===== src/rtl/tsnrd_pkg.sv =====
// Shared types, tag layout and constants for the time-series record deframer.
package tsnrd_pkg;

   // Input transaction payload
   typedef struct packed {
      logic [7:0] data_byte;
      logic       file_start;
   } req_payload_type;

   // Result transaction payload
   typedef struct packed {
      logic [2:0]         kind;
      logic [2:0]         channel;
      logic signed [23:0] sample_value;
      logic [15:0]        scan_index;
      logic [23:0]        record_index;
      logic [7:0]         start_second;
      logic [7:0]         start_minute;
      logic [7:0]         start_hour;
      logic [7:0]         start_day;
      logic [7:0]         start_month;
      logic [11:0]        start_year;
      logic [15:0]        sample_rate;
   } rsp_payload_type;

   // Result kinds
   localparam logic [2:0] KIND_HEADER      = 3'd0;
   localparam logic [2:0] KIND_SAMPLE      = 3'd1;
   localparam logic [2:0] KIND_TAG_SIZE    = 3'd2;
   localparam logic [2:0] KIND_BAD_CHANNEL = 3'd3;
   localparam logic [2:0] KIND_BAD_UNIT    = 3'd4;

   // Time unit codes of the tag
   localparam logic [7:0] UNIT_SECOND = 8'd0;
   localparam logic [7:0] UNIT_MINUTE = 8'd1;
   localparam logic [7:0] UNIT_HOUR   = 8'd2;
   localparam logic [7:0] UNIT_DAY    = 8'd3;

   // Reciprocals for the constant divides: q = (x * M) >> S, exact for 16-bit x
   localparam logic [23:0] RECIP_MINUTE = 24'd4473925;
   localparam int          SHIFT_MINUTE = 28;
   localparam logic [23:0] RECIP_HOUR   = 24'd9544372;
   localparam int          SHIFT_HOUR   = 35;

   // Captured part of the tag and field positions within it
   localparam int CAP_LEN       = 21;
   localparam int IDX_SECOND    = 0;
   localparam int IDX_MINUTE    = 1;
   localparam int IDX_HOUR      = 2;
   localparam int IDX_DAY       = 3;
   localparam int IDX_MONTH     = 4;
   localparam int IDX_YEAR      = 5;
   localparam int IDX_SCANS_LO  = 10;
   localparam int IDX_SCANS_HI  = 11;
   localparam int IDX_CHANNELS  = 12;
   localparam int IDX_TAG_LEN   = 13;
   localparam int IDX_SLOT_LEN  = 17;
   localparam int IDX_RATE_LO   = 18;
   localparam int IDX_RATE_HI   = 19;
   localparam int IDX_UNIT      = 20;

   localparam logic [7:0] TAG_MIN_LEN   = 8'd21;
   localparam logic [7:0] SLOT_MIN_LEN  = 8'd3;
   localparam logic [7:0] TAG_SIZE_RST  = 8'd32;
   localparam logic [7:0] YEAR_PIVOT    = 8'd70;
   localparam logic [11:0] CENTURY_20   = 12'd2000;
   localparam logic [11:0] CENTURY_19   = 12'd1900;

   // Configuration register map
   localparam int         CSR_ADDR_BITS           = 3;
   localparam logic [2:0] ADDR_EXPECTED_TAG_SIZE  = 3'd0;

   // Slot to channel remap by channel count (count 3, 4 or 5)
   function automatic logic [2:0] chan_map(input logic [7:0] count, input logic [7:0] slot);
      logic [2:0] ch;
      ch = 3'd0;
      unique case (count)
         8'd3: begin
            unique case (slot)
               8'd0:    ch = 3'd2;
               8'd1:    ch = 3'd0;
               8'd2:    ch = 3'd1;
               default: ch = 3'd0;
            endcase
         end
         8'd4: begin
            unique case (slot)
               8'd0:    ch = 3'd2;
               8'd1:    ch = 3'd3;
               8'd2:    ch = 3'd0;
               8'd3:    ch = 3'd1;
               default: ch = 3'd0;
            endcase
         end
         8'd5: begin
            unique case (slot)
               8'd0:    ch = 3'd3;
               8'd1:    ch = 3'd4;
               8'd2:    ch = 3'd0;
               8'd3:    ch = 3'd1;
               8'd4:    ch = 3'd2;
               default: ch = 3'd0;
            endcase
         end
         default: ch = 3'd0;
      endcase
      return ch;
   endfunction

endpackage


===== src/rtl/tsn_record_deframer.sv =====
// Top level of the record deframer: input register, parser, result register.
//
// Usage:
//   req_* carries one stream byte per transaction (data_byte, file_start);
//   a transaction is taken when req_valid is high and req_stall is low.
//   rsp_* returns header and sample results; the receiver holds rsp_stall
//   high to keep the current result in place.
//   The APB-style port (psel/penable/pwrite/paddr/pwdata) sets the expected
//   tag size; write it only while no byte is in flight.
// Timing:
//   A byte accepted into the input register is parsed from there, and its
//   result, if any, is captured in the result register and shows on rsp_*.
//   One byte per cycle sustained while rsp_stall is low; the path is the
//   parser logic between the input register and the result register.
// Reset: clears the valid bits of both pipeline registers, the parser state
//   and the record count; the expected tag size returns to 32.
// Stall: a held result keeps the parser waiting; the input register still
//   takes one more byte, then req_stall rises until the result is taken.
module tsn_record_deframer #(
   parameter int RECORD_COUNT_BITS = 24
) (
   input  logic                               clock,
   input  logic                               reset,
   input  logic                               req_valid,
   output logic                               req_stall,
   input  tsnrd_pkg::req_payload_type         req_payload,
   output logic                               rsp_valid,
   input  logic                               rsp_stall,
   output tsnrd_pkg::rsp_payload_type         rsp_payload,
   input  logic                               psel,
   input  logic                               penable,
   input  logic                               pwrite,
   input  logic [tsnrd_pkg::CSR_ADDR_BITS-1:0] paddr,
   input  logic [31:0]                        pwdata,
   output logic [31:0]                        prdata,
   output logic                               pready
);
   import tsnrd_pkg::*;

   logic            in_valid_ff,  in_valid_in;
   req_payload_type in_item_ff,   in_item_in;
   logic            out_valid_ff, out_valid_in;
   rsp_payload_type out_item_ff,  out_item_in;
   logic            advance;
   logic            emit;
   rsp_payload_type result;
   logic [7:0]      expected_tag_size;

   tsnrd_csr u_csr (
      .clock             (clock),
      .reset             (reset),
      .psel              (psel),
      .penable           (penable),
      .pwrite            (pwrite),
      .paddr             (paddr),
      .pwdata            (pwdata),
      .prdata            (prdata),
      .pready            (pready),
      .expected_tag_size (expected_tag_size)
   );

   tsnrd_parser #(
      .RECORD_COUNT_BITS (RECORD_COUNT_BITS)
   ) u_parser (
      .clock             (clock),
      .reset             (reset),
      .step              (advance),
      .item              (in_item_ff),
      .expected_tag_size (expected_tag_size),
      .emit              (emit),
      .result            (result)
   );

   // the held byte moves on once the result register is free
   assign advance   = in_valid_ff && (!out_valid_ff || !rsp_stall);
   assign req_stall = in_valid_ff && !advance;

   // input register
   always_comb begin
      in_valid_in = in_valid_ff;
      in_item_in  = in_item_ff;
      if (!req_stall) begin
         in_valid_in = req_valid;
         in_item_in  = req_payload;
      end
   end

   // result register
   always_comb begin
      out_valid_in = out_valid_ff;
      out_item_in  = out_item_ff;
      if (advance) begin
         out_valid_in = emit;
         out_item_in  = result;
      end else if (!rsp_stall) begin
         out_valid_in = 1'b0;
      end
   end

   always_ff @(posedge clock) begin
      if (reset) begin
         in_valid_ff  <= 1'b0;
         out_valid_ff <= 1'b0;
      end else begin
         in_valid_ff  <= in_valid_in;
         out_valid_ff <= out_valid_in;
      end
   end

   always_ff @(posedge clock) begin
      in_item_ff  <= in_item_in;
      out_item_ff <= out_item_in;
   end

   assign rsp_valid   = out_valid_ff;
   assign rsp_payload = out_item_ff;

`ifndef NO_ASSERTIONS
   // back-pressure only comes from a held result
   a_stall_cause: assert property (@(posedge clock) disable iff (reset)
      req_stall |-> (out_valid_ff && rsp_stall))
      else $error("input stalled without a held result");

   // a new result only appears after a parse step
   a_result_source: assert property (@(posedge clock) disable iff (reset)
      $rose(out_valid_ff) |-> $past(advance))
      else $error("result appeared without a parse step");
`endif

endmodule


===== src/rtl/tsnrd_csr.sv =====
// Configuration register block: expected tag size over an APB-style port.
module tsnrd_csr (
   input  logic                               clock,
   input  logic                               reset,
   input  logic                               psel,
   input  logic                               penable,
   input  logic                               pwrite,
   input  logic [tsnrd_pkg::CSR_ADDR_BITS-1:0] paddr,
   input  logic [31:0]                        pwdata,
   output logic [31:0]                        prdata,
   output logic                               pready,
   output logic [7:0]                         expected_tag_size
);
   import tsnrd_pkg::*;

   logic [7:0] tag_size_ff;
   logic [7:0] tag_size_in;
   logic       wr_en;

   assign pready = 1'b1;
   assign wr_en  = psel && penable && pwrite && (paddr == ADDR_EXPECTED_TAG_SIZE);

   // register write
   always_comb begin
      tag_size_in = tag_size_ff;
      if (wr_en) begin
         tag_size_in = pwdata[7:0];
      end
   end

   always_ff @(posedge clock) begin
      if (reset) begin
         tag_size_ff <= TAG_SIZE_RST;
      end else begin
         tag_size_ff <= tag_size_in;
      end
   end

   // read back
   always_comb begin
      prdata = 32'd0;
      if (paddr == ADDR_EXPECTED_TAG_SIZE) begin
         prdata = {24'd0, tag_size_ff};
      end
   end

   assign expected_tag_size = tag_size_ff;

endmodule


===== src/rtl/tsnrd_rate_div.sv =====
// Sample rate: tag rate divided by the time unit, by reciprocal multiply.
module tsnrd_rate_div (
   input  logic [15:0] denom,
   input  logic [7:0]  unit,
   output logic [15:0] rate,
   output logic        bad_unit
);
   import tsnrd_pkg::*;

   logic [23:0] recip;
   logic [39:0] prod;

   assign recip = (unit == UNIT_MINUTE) ? RECIP_MINUTE : RECIP_HOUR;
   assign prod  = {24'd0, denom} * {16'd0, recip};

   // a day is longer than any 16-bit rate, so it always truncates to zero
   always_comb begin
      bad_unit = 1'b0;
      unique case (unit)
         UNIT_SECOND: rate = denom;
         UNIT_MINUTE: rate = 16'(prod >> SHIFT_MINUTE);
         UNIT_HOUR:   rate = 16'(prod >> SHIFT_HOUR);
         UNIT_DAY:    rate = 16'd0;
         default: begin
            rate     = 16'd0;
            bad_unit = 1'b1;
         end
      endcase
   end

endmodule


===== src/rtl/tsnrd_parser.sv =====
// Record parser: tag capture, scan/slot counters and result formation per byte.
module tsnrd_parser #(
   parameter int RECORD_COUNT_BITS = 24
) (
   input  logic                        clock,
   input  logic                        reset,
   input  logic                        step,
   input  tsnrd_pkg::req_payload_type  item,
   input  logic [7:0]                  expected_tag_size,
   output logic                        emit,
   output tsnrd_pkg::rsp_payload_type  result
);
   import tsnrd_pkg::*;

   // parser state
   logic                         in_tag_ff,    in_tag_in;
   logic [7:0]                   tag_pos_ff,   tag_pos_in;
   logic [7:0]                   cap_ff [CAP_LEN];
   logic [15:0]                  scans_ff,     scans_in;
   logic [7:0]                   chan_cnt_ff,  chan_cnt_in;
   logic [7:0]                   slot_len_ff,  slot_len_in;
   logic [15:0]                  scan_cnt_ff,  scan_cnt_in;
   logic [7:0]                   slot_cnt_ff,  slot_cnt_in;
   logic [7:0]                   byte_cnt_ff,  byte_cnt_in;
   logic [15:0]                  low_bytes_ff, low_bytes_in;
   logic [RECORD_COUNT_BITS-1:0] rec_cnt_ff,   rec_cnt_in;
   logic                         skip_ff,      skip_in;

   // state as seen by this byte (file start clears it first)
   logic                         in_tag_cur;
   logic [7:0]                   tag_pos_cur;
   logic [15:0]                  scans_cur;
   logic [7:0]                   chan_cnt_cur;
   logic [7:0]                   slot_len_cur;
   logic [15:0]                  scan_cnt_cur;
   logic [7:0]                   slot_cnt_cur;
   logic [7:0]                   byte_cnt_cur;
   logic [15:0]                  low_bytes_cur;
   logic [RECORD_COUNT_BITS-1:0] rec_cnt_cur;
   logic                         skip_cur;

   logic [7:0]                   cap_view [CAP_LEN];
   logic [7:0]                   b;
   logic [7:0]                   need;
   logic                         tag_done;
   logic                         bad_ch;
   logic                         bad_unit;
   logic [15:0]                  rate;
   logic [15:0]                  new_scans;
   logic [7:0]                   new_chans;
   logic [7:0]                   year_byte;
   logic [RECORD_COUNT_BITS-1:0] rec_next;

   assign b = item.data_byte;

   always_comb begin
      if (item.file_start) begin
         in_tag_cur    = 1'b1;
         tag_pos_cur   = 8'd0;
         scans_cur     = 16'd0;
         chan_cnt_cur  = 8'd0;
         slot_len_cur  = SLOT_MIN_LEN;
         scan_cnt_cur  = 16'd0;
         slot_cnt_cur  = 8'd0;
         byte_cnt_cur  = 8'd0;
         low_bytes_cur = 16'd0;
         rec_cnt_cur   = '0;
         skip_cur      = 1'b0;
      end else begin
         in_tag_cur    = in_tag_ff;
         tag_pos_cur   = tag_pos_ff;
         scans_cur     = scans_ff;
         chan_cnt_cur  = chan_cnt_ff;
         slot_len_cur  = slot_len_ff;
         scan_cnt_cur  = scan_cnt_ff;
         slot_cnt_cur  = slot_cnt_ff;
         byte_cnt_cur  = byte_cnt_ff;
         low_bytes_cur = low_bytes_ff;
         rec_cnt_cur   = rec_cnt_ff;
         skip_cur      = skip_ff;
      end
   end

   // capture with this byte's write forwarded
   always_comb begin
      for (int i = 0; i < CAP_LEN; i++) begin
         cap_view[i] = (in_tag_cur && tag_pos_cur == 8'(i)) ? b : cap_ff[i];
      end
   end

   assign need      = (cap_view[IDX_TAG_LEN] < TAG_MIN_LEN) ? TAG_MIN_LEN
                                                             : cap_view[IDX_TAG_LEN];
   assign tag_done  = in_tag_cur && (tag_pos_cur >= 8'(CAP_LEN - 1))
                      && ({1'b0, tag_pos_cur} + 9'd1 >= {1'b0, need});
   assign new_scans = {cap_view[IDX_SCANS_HI], cap_view[IDX_SCANS_LO]};
   assign new_chans = cap_view[IDX_CHANNELS];
   assign bad_ch    = (new_chans < 8'd3) || (new_chans > 8'd5);
   assign year_byte = cap_view[IDX_YEAR];
   assign rec_next  = (rec_cnt_cur == '1) ? rec_cnt_cur : rec_cnt_cur + 1'b1;

   tsnrd_rate_div u_rate (
      .denom    ({cap_view[IDX_RATE_HI], cap_view[IDX_RATE_LO]}),
      .unit     (cap_view[IDX_UNIT]),
      .rate     (rate),
      .bad_unit (bad_unit)
   );

   // next state and result for one byte
   always_comb begin
      in_tag_in    = in_tag_cur;
      tag_pos_in   = tag_pos_cur;
      scans_in     = scans_cur;
      chan_cnt_in  = chan_cnt_cur;
      slot_len_in  = slot_len_cur;
      scan_cnt_in  = scan_cnt_cur;
      slot_cnt_in  = slot_cnt_cur;
      byte_cnt_in  = byte_cnt_cur;
      low_bytes_in = low_bytes_cur;
      rec_cnt_in   = rec_cnt_cur;
      skip_in      = skip_cur;
      emit         = 1'b0;
      result       = '0;

      if (in_tag_cur) begin
         if (tag_done) begin
            // header transaction
            emit = 1'b1;
            priority if (bad_ch) begin
               result.kind = KIND_BAD_CHANNEL;
            end else if (bad_unit) begin
               result.kind = KIND_BAD_UNIT;
            end else if (cap_view[IDX_TAG_LEN] != expected_tag_size) begin
               result.kind = KIND_TAG_SIZE;
            end else begin
               result.kind = KIND_HEADER;
            end
            result.record_index = 24'(rec_cnt_cur);
            result.start_second = cap_view[IDX_SECOND];
            result.start_minute = cap_view[IDX_MINUTE];
            result.start_hour   = cap_view[IDX_HOUR];
            result.start_day    = cap_view[IDX_DAY];
            result.start_month  = cap_view[IDX_MONTH];
            result.start_year   = (year_byte < YEAR_PIVOT) ? CENTURY_20 + {4'd0, year_byte}
                                                           : CENTURY_19 + {4'd0, year_byte};
            result.sample_rate  = rate;

            scans_in     = new_scans;
            chan_cnt_in  = new_chans;
            slot_len_in  = (cap_view[IDX_SLOT_LEN] < SLOT_MIN_LEN) ? SLOT_MIN_LEN
                                                                   : cap_view[IDX_SLOT_LEN];
            in_tag_in    = 1'b0;
            tag_pos_in   = 8'd0;
            scan_cnt_in  = 16'd0;
            slot_cnt_in  = 8'd0;
            byte_cnt_in  = 8'd0;
            low_bytes_in = 16'd0;
            skip_in      = bad_ch;
            // empty record: straight on to the next tag
            if ((new_scans == 16'd0) || (new_chans == 8'd0)) begin
               in_tag_in  = 1'b1;
               skip_in    = 1'b0;
               rec_cnt_in = rec_next;
            end
         end else begin
            tag_pos_in = tag_pos_cur + 8'd1;
         end
      end else begin
         // sample bytes
         if (byte_cnt_cur == 8'd0) begin
            low_bytes_in = {8'd0, b};
         end else if (byte_cnt_cur == 8'd1) begin
            low_bytes_in = {b, low_bytes_cur[7:0]};
         end else if ((byte_cnt_cur == 8'd2) && !skip_cur) begin
            emit                = 1'b1;
            result.kind         = KIND_SAMPLE;
            result.channel      = chan_map(chan_cnt_cur, slot_cnt_cur);
            result.sample_value = $signed({b, low_bytes_cur});
            result.scan_index   = scan_cnt_cur;
            result.record_index = 24'(rec_cnt_cur);
         end

         if ({1'b0, byte_cnt_cur} + 9'd1 >= {1'b0, slot_len_cur}) begin
            byte_cnt_in = 8'd0;
            if ({1'b0, slot_cnt_cur} + 9'd1 >= {1'b0, chan_cnt_cur}) begin
               slot_cnt_in = 8'd0;
               if ({1'b0, scan_cnt_cur} + 17'd1 >= {1'b0, scans_cur}) begin
                  scan_cnt_in = 16'd0;
                  in_tag_in   = 1'b1;
                  tag_pos_in  = 8'd0;
                  skip_in     = 1'b0;
                  rec_cnt_in  = rec_next;
               end else begin
                  scan_cnt_in = scan_cnt_cur + 16'd1;
               end
            end else begin
               slot_cnt_in = slot_cnt_cur + 8'd1;
            end
         end else begin
            byte_cnt_in = byte_cnt_cur + 8'd1;
         end
      end
   end

   // control state
   always_ff @(posedge clock) begin
      if (reset) begin
         in_tag_ff    <= 1'b1;
         tag_pos_ff   <= 8'd0;
         scans_ff     <= 16'd0;
         chan_cnt_ff  <= 8'd0;
         slot_len_ff  <= SLOT_MIN_LEN;
         scan_cnt_ff  <= 16'd0;
         slot_cnt_ff  <= 8'd0;
         byte_cnt_ff  <= 8'd0;
         low_bytes_ff <= 16'd0;
         rec_cnt_ff   <= '0;
         skip_ff      <= 1'b0;
      end else if (step) begin
         in_tag_ff    <= in_tag_in;
         tag_pos_ff   <= tag_pos_in;
         scans_ff     <= scans_in;
         chan_cnt_ff  <= chan_cnt_in;
         slot_len_ff  <= slot_len_in;
         scan_cnt_ff  <= scan_cnt_in;
         slot_cnt_ff  <= slot_cnt_in;
         byte_cnt_ff  <= byte_cnt_in;
         low_bytes_ff <= low_bytes_in;
         rec_cnt_ff   <= rec_cnt_in;
         skip_ff      <= skip_in;
      end
   end

   // tag capture, no reset: every entry is written before a header reads it
   always_ff @(posedge clock) begin
      for (int i = 0; i < CAP_LEN; i++) begin
         if (step && in_tag_cur && (tag_pos_cur == 8'(i))) begin
            cap_ff[i] <= b;
         end
      end
   end

`ifndef NO_ASSERTIONS
   // slot counters sit at zero whenever a tag is expected
   a_idle_counters: assert property (@(posedge clock) disable iff (reset)
      in_tag_ff |-> (byte_cnt_ff == 8'd0 && slot_cnt_ff == 8'd0 && scan_cnt_ff == 16'd0))
      else $error("slot counters not cleared while parsing a tag");

   // byte position stays inside the effective slot
   a_byte_in_slot: assert property (@(posedge clock) disable iff (reset)
      !in_tag_ff |-> (slot_len_ff >= SLOT_MIN_LEN && byte_cnt_ff < slot_len_ff))
      else $error("byte position beyond slot length");

   // decoded records always have a valid channel count
   a_valid_channels: assert property (@(posedge clock) disable iff (reset)
      (!in_tag_ff && !skip_ff) |->
         (chan_cnt_ff >= 8'd3 && chan_cnt_ff <= 8'd5 && slot_cnt_ff < chan_cnt_ff))
      else $error("decoding a record with a bad channel count");
`endif

endmodule

===== config.mk =====
export PLATFORM = sky130hd
export DESIGN_NAME = tsn_record_deframer
export DESIGN_NICKNAME = d
export VERILOG_FILES = /design/src/rtl/tsnrd_pkg.sv /design/src/rtl/tsn_record_deframer.sv /design/src/rtl/tsnrd_csr.sv /design/src/rtl/tsnrd_rate_div.sv /design/src/rtl/tsnrd_parser.sv
export SDC_FILE = /design/constraint.sdc
export NUM_CORES = 1
export LEC_CHECK = 0
export ABC_AREA = 1
export BUFFER_PORTS_ARGS = -buffer_cell sky130_fd_sc_hd__buf_4
export CORE_MARGIN = 5
export CORE_UTILIZATION = 25
export DETAILED_ROUTE_END_ITERATION = 10
export PLACE_DENSITY_LB_ADDON = 0.3
export SETUP_SLACK_MARGIN = 0.1
export SLEW_MARGIN = 20
export SYNTH_ARGS = -nofsm -noshare
export SYNTH_HDL_FRONTEND = slang
export SYNTH_HIERARCHICAL = 1
export SYNTH_SLANG_ARGS = --single-unit
export TNS_END_PERCENT = 1

===== constraint.sdc =====
create_clock -name clock -period 14.11 [get_ports clock]
set_clock_uncertainty 0.1 [all_clocks]
set_input_delay 0.7055 -clock clock [delete_from_list [all_inputs] [get_ports clock]]
set_output_delay 0.7055 -clock clock [all_outputs]
set_load 0.05 [all_outputs]

==> qor.tcl <==
set qor(status) {finished, final reports clean}
set qor(leakagePower_uw) 0.0141
set qor(detailedRoute.firstIterationViolations) 1433
set qor(rr_endpoint) {rsp_payload[2]}
set qor(cts-resized-gates) 0
set qor(core_region_um2) 112000
set qor(hp-start) {req_payload[0]}
set qor(setup_viol) 0
set qor(grt_first_pass_wirelength_um) 133000
set qor(placed_cell_area_um2) 31000
set qor(rr_startpoint) {u_parser/in_tag_ff}
set qor(tightestPinTransition_ns) 1.09
set qor(end_kind) {register}
set qor(netlist_area_um2) 28100
set qor(ctsHtreeMaxLevel) 2
set qor(timing.critical_path.max_delay_family) {simple AND/OR/NAND/NOR gates}
set qor(final_hold_viol_count) 0
set qor(antenna_violations_before_repair) 3
set qor(holdPathStages) 1
set qor(maxSlewHeadroom_pct) 27.1
set qor(ys_async_sr_fraction_pct) 0
set qor(clockBufferDepth) 3
set qor(achievable-frequency_ghz) 0.0973
set qor(timing.critical_path.slowest_stage_cell) {sky130_fd_sc_hd__nor2_1}
set qor(power_density_nw_per_um2) 96.4
set qor(drt-vias-per-instance) 4.52
set qor(drv_cap) 0
set qor(boundaryPins) 224
set qor(timing.setup.critical_path_class) {reg -> reg}
set qor(timing.hold.worst.class) {in -> reg}
set qor(yosys-top-cells-area) {sky130_fd_sc_hd__edfxtp_1, sky130_fd_sc_hd__fa_1, sky130_fd_sc_hd__ha_1}
set qor(detail_route.wirelength_um) 86500
set qor(synth_top_cell_by_area) {sky130_fd_sc_hd__edfxtp_1}
set qor(timing.critical_path.buf_inv) 10
set qor(yosys_warnings) 6
set qor(tritoncts) {done}
set qor(place_hpwl_um) 63300
set qor(ys_types) 59
set qor(design.final.nets) 3916
set qor(reg2reg_setup_slack_ns) 3.84
set qor(dieArea_um2) 119000
set qor(netlist.area_leader.share_pct) 27.7
set qor(post_cts.repair.setup_buffers) 0
set qor(ant_nets) 0
set qor(first_pass_iters) 5
set qor(timing.final.crit_share_pct) 72.8
set qor(critical_path_arrival_ns) 10.47
set qor(cts-root-buf) {sky130_fd_sc_hd__clkbuf_16}
set qor(first_global_vias) 22214
set qor(numClockSinks) 383
set qor(slowest_delay_ns) 0.65
set qor(yosys.cell_count.top_type) {sky130_fd_sc_hd__inv_1}
set qor(worstPathMaxFanout) 42
set qor(cts.clk_slew.worst_paths_ns) 0.06
set qor(cts_hold_buf) 0
set qor(vdd.ir_drop.worst_v) 0.0000880
set qor(diodes) 0
set qor(finished_cell_area_um2) 32700
set qor(synth_edf_count) 259
set qor(unrepaired_setup_endpoints_after_global_routing) {false}
set qor(utilization_pct) 29.2
set qor(syn-instance-count) 3323
set qor(commonest_cells_post_synth) {sky130_fd_sc_hd__inv_1, sky130_fd_sc_hd__nand2_1, sky130_fd_sc_hd__nor2_1}
set qor(worst_r2r_path_depth) 36
set qor(final_layout_size_suffix_gt1_share_pct) 10.7
set qor(route.vias.total) 22700
set qor(count_of_filler_cells_inserted_in_the_layout) 12124
set qor(maximum_number_of_pins_on_one_net_before_global_route_repair) 92
set qor(seq_area_frac_synth_pct) 36.5
set qor(min_period_ns) 10.27
set qor(timing.critical_path.mode_cell) {sky130_fd_sc_hd__inv_1}
set qor(ys.flop_type) {sky130_fd_sc_hd__edfxtp_1}
set qor(die_width_um) 345
set qor(num_rows) 123
set qor(start_util_pct) 25.1
set qor(drv_slew) 0
set qor(place_congestion) 0.902
set qor(worstPathRequired_ns) 14.31
set qor(ys_ff_latch) 383
set qor(clock_latency_ns) 0.62
set qor(avgSynthCellArea_um2) 8.45
set qor(die_h_um) 345
set qor(startpoint_type) {register}
set qor(tns_ns) 0
set qor(route.detailed.drc) 0
set qor(tritoncts_buffers) 49
set qor(area_delta_synth_final_pct) 16.5
set qor(grt.overflow.total) 0
set qor(place.port_buffers) 174
set qor(drt-wirelength-per-cell_um) 17.2
set qor(worst_hold_path_endpoint) {in_item_ff[0]}
set qor(grtUsageTotal_pct) 14.0
==> final cells by class <==
cell class / instances / area (um2) / share of cell area, %
Clock buffer: 56 / 1310 / 3.99
Clock inverter: 35 / 403 / 1.23
Inverter: 562 / 2110 / 6.46
Multi-Input combinational cell: 2283 / 15200 / 46.5
Sequential cell: 383 / 10300 / 31.4
Tap cell: 1500 / 1880 / 5.74
Timing Repair Buffer: 206 / 1550 / 4.73
==> cells by family after synthesis <==
family / Yosys count / share of synthesized area (%)
XOR/XNOR: 45 / 1.40
AND/OR/NAND/NOR: 1244 / 19.8
multiplexers: 3 / 0.107
AO/OA/AOI/OAI: 542 / 10.6
other: 4 / 0.0535
adder cells (fa/ha/maj): 380 / 21.3
buffers and inverters: 722 / 10.2
flip-flops: 383 / 36.5
==> sequential cells by signal, summed over array words and instances, names as in the netlist <==
signal	cells
u_parser/cap_ff	112
in_item_ff	9
u_parser/scan_cnt_ff	16
u_parser/chan_cnt_ff	8
u_parser/slot_len_ff	8
u_parser/tag_pos_ff	8
in_valid_ff	1
u_parser/slot_cnt_ff	8
u_parser/scans_ff	16
u_parser/skip_ff	1
rsp_valid	1
u_parser/byte_cnt_ff	8
rsp_payload	138
u_parser/in_tag_ff	1
u_parser/rec_cnt_ff	24
u_parser/low_bytes_ff	16
u_csr/expected_tag_size	8
==> cell usage in the layout, fill, tap and decap left out, types with 28 or more instances in the layout <==
cell | netlist | layout
sky130_fd_sc_hd__inv_1 | 551 | 551
sky130_fd_sc_hd__nand2_1 | 540 | 539
sky130_fd_sc_hd__nor2_1 | 338 | 337
sky130_fd_sc_hd__edfxtp_1 | 259 | 259
sky130_fd_sc_hd__a21oi_1 | 218 | 218
sky130_fd_sc_hd__ha_1 | 218 | 218
sky130_fd_sc_hd__buf_4 | 26 | 206
sky130_fd_sc_hd__o21ai_0 | 188 | 187
sky130_fd_sc_hd__fa_1 | 162 | 162
sky130_fd_sc_hd__nand3_1 | 138 | 138
sky130_fd_sc_hd__dfxtp_1 | 124 | 124
sky130_fd_sc_hd__nand4_1 | 78 | 78
sky130_fd_sc_hd__conb_1 | 4 | 69
sky130_fd_sc_hd__a31oi_1 | 64 | 64
sky130_fd_sc_hd__clkbuf_16 | 0 | 51
sky130_fd_sc_hd__nor3_1 | 46 | 46
sky130_fd_sc_hd__xor2_1 | 31 | 31
sky130_fd_sc_hd__o211ai_1 | 28 | 28
==> worst max path at each step <==
stage / from / to / slack (ns) / cells past startpoint
CTS: u_parser/in_tag_ff / rsp_payload[3] / 3.75 / 35
detailed placement: u_parser/in_tag_ff / rsp_payload[3] / 3.81 / 35
floorplan: rsp_stall / u_parser/cap_ff[0][0] / 1.46 / 6
global placement: u_parser/in_tag_ff / rsp_payload[3] / 3.84 / 35
finish: u_parser/in_tag_ff / rsp_payload[2] / 3.84 / 36
global route: u_parser/in_tag_ff / rsp_payload[2] / 3.22 / 36
==> routing by layer <==
| metal | part of all wire, % | global-route usage (%) | wire (um) | up-vias |
|---|---|---|---|---|
| met5 | 0 | 0 | 0 | - |
| met3 | 5.3 | 2.07 | 4550 | 84 |
| met4 | 1.7 | 3.11 | 1460 | 0 |
| met2 | 46 | 23.3 | 40100 | 546 |
| met1 | 47 | 19.5 | 40400 | 10895 |
| li1 | - | - | - | 11175 |
==> stage by stage <==
stage               total power (uW)  cells  setup WS [ns]  hold WS, ns
floorplan                       1680   3388           1.46        0.341
global placement                1840   4934           3.84        0.351
detailed placement              1840   4934           3.81        0.355
CTS                             3210   5025           3.75        0.103
global route                    3320   5025           3.22        0.126
finish                          3150   5025           3.84        0.166
==> where the power goes <==
part	internal (uW)	switching [uW]	total, uW
registers	1220	11.9	1230
clock network	797	535	1330
logic	177	412	589
total	2200	959	3150
(Power assumes the default switching activity.)
